[src/design/pdm_to_pcm_fir_decimator_core_defines.svh]
// Assertion macros shared by the PDM to PCM decimator RTL.
`ifndef PDM_TO_PCM_FIR_DECIMATOR_CORE_DEFINES_SVH
`define PDM_TO_PCM_FIR_DECIMATOR_CORE_DEFINES_SVH

// Same-cycle implication, checked on every rising edge outside reset.
`define PDMFIR_ASSERT_IMP(label, clk, rst, ante, cons, msg) \
  label: assert property (@(posedge clk) disable iff (rst) (ante) |-> (cons)) \
    else $error(msg);

// Next-cycle implication, checked on every rising edge outside reset.
`define PDMFIR_ASSERT_NXT(label, clk, rst, ante, cons, msg) \
  label: assert property (@(posedge clk) disable iff (rst) (ante) |=> (cons)) \
    else $error(msg);

`endif

[src/design/pdmfir_pkg.sv]
// Package: sizes, register indexes and controller/datapath types for the decimator.
`default_nettype none

package pdmfir_pkg;

  // Filter geometry
  localparam int TAPS        = 16;
  localparam int SCALE_BITS  = 30;
  localparam int COEFF_WIDTH = 32;

  localparam int ROWS        = 2 * TAPS;
  localparam int TABLE_DEPTH = ROWS * 256;
  localparam int SLOT_W      = $clog2(TAPS);
  localparam int ROW_W       = $clog2(ROWS);
  localparam int ADDR_W      = $clog2(TABLE_DEPTH);

  // Post-filter widths: the smallest shift is SCALE_BITS + 1 - 15
  localparam int SHIFT_W = 32 - (SCALE_BITS - 14);
  localparam int V1_W    = ((SHIFT_W > 16) ? SHIFT_W : 16) + 1;
  localparam int PROD_W  = V1_W + 17;
  localparam int SH_W    = 6;

  // Ring reset pattern
  localparam logic [15:0] RING_RESET = 16'h5555;

  // Configuration port
  localparam int CFG_IDX_W = 3;
  typedef enum logic [CFG_IDX_W-1:0] {
    REG_DECIMATION_WORDS = 3'd0,
    REG_INPUT_OFFSET     = 3'd1,
    REG_OUTPUT_OFFSET    = 3'd2,
    REG_LINEAR_GAIN      = 3'd3,
    REG_BIT_SCALE        = 3'd4
  } pdmfir_reg_t;

  // Input item kinds
  localparam logic FUNC_PDM   = 1'b0;
  localparam logic FUNC_COEFF = 1'b1;

  // Commands from controller to datapath
  typedef struct packed {
    logic accept_en;  // input channel may take a beat
    logic issue;      // issue one table lookup
    logic scale;      // shift total and add input offset
    logic mult;       // apply gain
    logic load;       // clamp, offset, mask into output register
  } pdmfir_cmd_t;

  // Status from datapath to controller
  typedef struct packed {
    logic take_sample;  // accepted PDM word completes a group
    logic issue_last;   // lookup counter at its final row
    logic out_free;     // output register can take a sample
  } pdmfir_status_t;

endpackage

`default_nettype wire

[src/design/pdmfir_ctrl.sv]
// Sequencer: lookup sweep, scaling, gain and output load for each sample.
`default_nettype none

module pdmfir_ctrl
  import pdmfir_pkg::*;
(
  input  wire logic           clk,
  input  wire logic           rst,
  input  wire pdmfir_status_t st,
  output pdmfir_cmd_t         cmd
);

  typedef enum logic [5:0] {
    S_IDLE  = 6'b000001,
    S_LOOK  = 6'b000010,
    S_DRAIN = 6'b000100,
    S_SCALE = 6'b001000,
    S_MULT  = 6'b010000,
    S_EMIT  = 6'b100000
  } state_t;

  state_t state, state_next;

  // Next state
  always_comb begin
    state_next = state;
    unique case (state)
      S_IDLE:  if (st.take_sample) state_next = S_LOOK;
      S_LOOK:  if (st.issue_last)  state_next = S_DRAIN;
      S_DRAIN: state_next = S_SCALE;
      S_SCALE: state_next = S_MULT;
      S_MULT:  state_next = S_EMIT;
      S_EMIT:  if (st.out_free)    state_next = S_IDLE;
      default: state_next = S_IDLE;
    endcase
  end

  always_ff @(posedge clk) begin
    if (rst) begin
      state <= S_IDLE;
    end else begin
      state <= state_next;
    end
  end

  // Commands
  always_comb begin
    cmd.accept_en = (state == S_IDLE);
    cmd.issue     = (state == S_LOOK);
    cmd.scale     = (state == S_SCALE);
    cmd.mult      = (state == S_MULT);
    cmd.load      = (state == S_EMIT) && st.out_free;
  end

endmodule

`default_nettype wire

[config.mk]
export PLATFORM = sky130hd
export DESIGN_NAME = pdmfir_ctrl
export DESIGN_NICKNAME = d
export VERILOG_FILES = /design/src/design/pdm_to_pcm_fir_decimator_core_defines.svh /design/src/design/pdmfir_pkg.sv /design/src/design/pdmfir_ctrl.sv
export SDC_FILE = /design/constraint.sdc
export NUM_CORES = 1
export LEC_CHECK = 0
export BUFFER_PORTS_ARGS = -buffer_cell sky130_fd_sc_hd__buf_4
export CELL_PAD_IN_SITES_DETAIL_PLACEMENT = 0
export CELL_PAD_IN_SITES_GLOBAL_PLACEMENT = 2
export CORE_AREA = 3 3 40 42
export DETAILED_ROUTE_END_ITERATION = 16
export DIE_AREA = 0 0 43 45
export PLACE_DENSITY_LB_ADDON = 0.1
export SYNTH_ARGS = -nofsm -noshare
export SYNTH_HDL_FRONTEND = slang
export SYNTH_SLANG_ARGS = --single-unit
export TNS_END_PERCENT = 20
[constraint.sdc]
create_clock -name clk -period 3.1 [get_ports clk]
set_clock_uncertainty 0.2 [all_clocks]
set_input_delay 0.31 -clock clk [delete_from_list [all_inputs] [get_ports clk]]
set_output_delay 0.31 -clock clk [all_outputs]
set_load 0.1 [all_outputs]
==> results.cfg, run 1 <==
[run_status]
outcome = complete, no violations

[setup_path]
end_kind = primary output
max_stage_delay_ns = 0.49
crit_arrival_ns = 1.64
cp_slowest_cell = nor4_1
path_cells = nor4_1, and4b_1, buf_4
cp_max_fo = 6
start_kind = flip-flop
crit_required_ns = 2.59
path_class = flip-flop to primary output

[logic_synthesis]
yosys_register_bits = 6
synth_edf_count = 0
synth_area_per_cell_sq_um = 8.823
synthDistinctLibCells = 22
synth_area_leader_cell = dfxtp_1
synth.most_common_cell = dfxtp_1
ys.flop_type = dfxtp_1
synthDominantCellAreaShare_pct = 34.91
syn_inst = 39
synth_area_leaders = dfxtp_1 35%, nor2b_1 7.3%, nand2_1 4.4%
ys_warn_count = 0
seq_area_frac_synth_pct = 34.91
ys_top_cells_by_count = 6 x dfxtp_1, 4 x nand2_1, 4 x nor2b_1
synth_nets = 44
async_flop_share_pct = 0
syn_area_sq_um = 344.1

[clock_network]
h-tree-depth = 1
cts_root_buf = clkbuf_4
insertion_delay_ns = 0.24
cts_buffer_depth = 2
cts_tree = built
cts_resized = 0
cts_sinks = 6
cts_setup_buffers = 0
cts-buffers-inserted = 3
clk_pin_slew_worst_paths_ns = 0.04
holdBufCountCts = 0

[placement]
placed_cell_area_sq_um = 430.4
finalWeightedCongestion = 0.6733
dp_hpwl_um = 621.6
io_buffer_count = 9

[floorplanning]
core-area_sq_um = 1285
fp.dieW_um = 43
die_h_um = 45
initial_utilization_pct = 26.78
pin_count = 10
die_area_sq_um = 1935
rows = 13

[drt]
routed-via-count = 315
drc_errors = 0
dr.pass1.iters = 1
detail-route-antenna-nets = 0
drt_wl_total_um = 733
drt-initial-drc-count = 0
viasPerCell = 4.773
wl_per_cell_um = 11.11

[sta]
maxSlewHeadroom_pct = 66.54
rsz0062_at_grt = false
min_period_ns = 2.150
slew_violations = 0
setup_viol = 0
hold_viol = 0
fin_crit_sh_pct = 69.37
hold_ws_ns = 0.08427
fmaxAchievable_mhz = 465.0
setup_tns_ns = 0
tightest_slew_ns = 0.4973

[global_route]
grt_pass1_vias = 328
grt_max_degree = 7
grt_antenna_before_repair = 0
grt.busiest_layer = met2
gr-usage-met1_pct = 9.592
met3_usage_pct = 2.789
grt_pass1_wl_um = 1262
grt-ovfl-total = 0
grt_usage_pct = 8.894
grt.met2_usage_pct = 14.37

[power_and_ir_drop]
power.leakage_uw = 0.0001919
vdd_drop_max_uv = 415.8
p_total_uw = 312.3
power.density_nw_per_um2 = 689.5

[layout]
regArea_sq_um = 120.1
top_register = state
area_delta_synth_final_pct = 31.64
final_net_count = 58
n_antenna_cell = 0
largest_reg_flops = 6
top_regs = state: 6 flops
stdcell_area_sq_um = 452.9
multi_input_area_sq_um = 216.5
layout-drive-gt1-share_pct = 39.22
fill_cells = 139

[min_path]
hold_path_class = input port to flip-flop

[flow_run]
max_cap_viol_count = 0
-- layout by cell type (no fill, tap or decap), drive strengths merged --
cell and instances:
o21ai 1, nor4b 2, buf 9, and3 2, a221oi 1, and3b 1, inv 2, nor2b 4
and2 2, nor4 2, a31oi 1, and4b 1, o31ai 1, clkbuf 3, nor2 5, nand2 5
dfxtp 6, xor2 1, a21oi 1, nor3b 1
-- critical path, delay by kind of cell, from the launching register on --
family,cells,cell delay [ns]
DFF,1,0.36
buffers and inverters,1,0.29
and+or+nand+nor,2,0.76
-- metal layers --
layer  part of all wire (%)  vias up
met1                     43      140
met4                   0.55        0
met2                     49       10
met5                      0        -
li1                       -      163
met3                    7.4        2
-- final cells by class --
cell class                      count  share of cell area (%)
Clock buffer                        3                   4.972
Multi-Input combinational cell     31                   47.79
Sequential cell                     6                   26.52
Timing Repair Buffer                9                   14.92
Tap cell                           15                   4.144
Inverter                            2                   1.657
-- kinds of logic (layout without fill, tap and decap cells) --
family | Yosys count | in the layout | share of synthesized area, %
DFF | 6 | 6 | 34.91
xor gates and xnor gates | 1 | 1 | 2.546
AOI/OAI and AO/OA | 5 | 5 | 12.36
and+or+nand+nor | 25 | 25 | 48.00
buffers and inverters | 2 | 14 | 2.183
-- path summary, 6_finish.rpt --
check,startpoint,endpoint,slack [ns],cells past startpoint
setup / recovery,state[3],cmd[0],0.95,3
hold / removal,rst,state[0],0.08,3
setup reg to reg,state[3],state[0],1.57,4
hold reg to reg,state[3],state[3],0.36,1
-- metrics by stage --
| stage | setup WS [ns] | cells | utilization, % |
|---|---|---|---|
| detailed placement | 1.181 | 63 | 33.50 |
| global route | 0.8239 | 66 | 35.25 |
| floorplan | 0.9657 | 39 | - |
| finish | 0.9495 | 66 | 35.25 |
| global placement | 1.252 | 63 | 33.50 |
| CTS | 0.9233 | 66 | 35.25 |
-- where the power goes --
| group | total (uW) | internal [uW] | switching (uW) |
|---|---|---|---|
| combinational | 144 | 43.2 | 100 |
| clock | 68.2 | 43.6 | 24.7 |
| sequential | 100 | 86.2 | 14.3 |
Note: power is estimated with default switching activity, not from simulation.
==> inputs of run 2 (changes only) <==
CORE_AREA = unset   (was 3 3 40 42)
CORE_MARGIN = 3   (was unset)
CORE_UTILIZATION = 26   (was unset)
DIE_AREA = unset   (was 0 0 43 45)
clock period = 2.2 ns   (was 3.1 ns; I/O delays follow)
==> results.cfg, run 2 (same netlist as run 1, synthesis figures left out) <==
[layout]
layout_commonest_cell = buf_4
final_net_count = 59
top_register = state
top_regs = state: 6 flops
area_delta_synth_final_pct = 34.18
layout-drive-gt1-share_pct = 38.46
stdcell_area_sq_um = 461.7
largest_reg_flops = 6
fill_cells = 117
fin_cells = 66
n_antenna_cell = 0
layout_common_cells = 9 x buf_4, 6 x dfxtp_1, 4 x nor2b_1, 4 x nand2_1

[global_route]
grt-ovfl-total = 0
grt_pass1_vias = 296
grt_antenna_before_repair = 0
grt_pass1_wl_um = 1200
grt_max_degree = 7
grt_usage_pct = 8.972

[setup_path]
path_class = flip-flop to primary output
end_kind = primary output
start_kind = flip-flop
crit_arrival_ns = 1.65
crit_required_ns = 1.78
reg2regPathDepth = 3
startpoint = state[3]
cp_max_fo = 6
r2r-start = state[3]

[placement]
dp_hpwl_um = 606.7
finalWeightedCongestion = 0.8086
placed_cell_area_sq_um = 429.2
dpl.cell_count = 62
io_buffer_count = 9

[drt]
wl_per_cell_um = 11.26
dr.pass1.iters = 4
detail-route-antenna-nets = 0
viasPerCell = 4.879
drc_errors = 0
wl_met1_um = 331
top_layer = met4
detailroute.wirelength.met2_um = 359
drt-initial-drc-count = 4
wl_met3_um = 37
routed-via-count = 322
drt_wl_total_um = 743

[min_path]
hold_path_class = input port to flip-flop
hold_start = st[1]
hold-path-cell-count = 3

[floorplanning]
pin_count = 10
fp.dieW_um = 42.38
initial_utilization_pct = 29.38
die_h_um = 42.38
core-area_sq_um = 1171
die_area_sq_um = 1796
rows = 12

[sta]
fmaxAchievable_mhz = 483.9
min_period_ns = 2.066
setup_viol = 0
setup_tns_ns = 0
fin_crit_sh_pct = 93.93
maxSlewHeadroom_pct = 66.79
tightest_slew_ns = 0.4935
hold_viol = 0
slew_violations = 0
rsz0062_at_grt = false

[power_and_ir_drop]
power.leakage_uw = 0.0001961
vdd_drop_max_uv = 428.6
power.density_nw_per_um2 = 963.6

[clock_network]
holdBufCountCts = 1
cts_root_buf = clkbuf_4
h-tree-depth = 1
cts_sinks = 6
cts_buffer_depth = 2
cts-buffers-inserted = 3
clk_pin_slew_worst_paths_ns = 0.04
cts_resized = 0
cts_tree = built
insertion_delay_ns = 0.24
cts_setup_buffers = 0

[run_status]
outcome = complete, no violations

[flow_run]
max_cap_viol_count = 0
## run 2: path summary, 6_finish.rpt
path / endpoint / slack (ns)
max: cmd[0] / 0.13
min: state[2] / 0.008
min reg2reg: state[3] / 0.36
max reg2reg: state[4] / 0.64
## run 2: stage by stage
stage          setup slack (ns)  total power [uW]  util (%)  hold slack, ns
6_report                 0.1336             444.9     39.42        0.008115
5_1_grt                 0.01291             465.1     39.42         0.01637
4_1_cts                  0.1228             450.7     39.42        0.002885
3_5_place_dp             0.3880             346.7     36.65          0.2469
3_3_place_gp             0.4666             347.0     36.65          0.2407
2_1_floorplan            0.1557             303.8         -          0.1244
## run 2: where the power goes
| group | switching, uW | internal, uW | leakage [uW] |
|---|---|---|---|
| Combinational | 143 | 62.0 | 0.000133 |
| Sequential | 19.2 | 121 | 0.0000489 |
| Clock | 37.8 | 61.6 | 0.0000138 |
| Total | 200 | 245 | 0.000196 |
## run 2: final cells by class
type                    instances  area [sq um]  area share (%)
clock buffers                   3         22.52           4.878
flip-flops and latches          6         120.1           26.02
repair buffers                 10         77.57           16.80
inverters                       2         7.507           1.626
well taps                      14         17.52           3.794
multi-input cells              31         216.5           46.88
## run 2: critical path, cell delays in order, from the launching register on
cell and delay (ns):
dfxtp_1 0.36, nor4_1 0.49, and4b_1 0.27, buf_4 0.29
## run 2: metal layers
metal | track usage [%] | vias to the layer above
li1 | - | 166
met1 | 8.608 | 146
met2 | 15.20 | 7
met3 | 4.292 | 3
met4 | 5.590 | 0
met5 | 0 | -
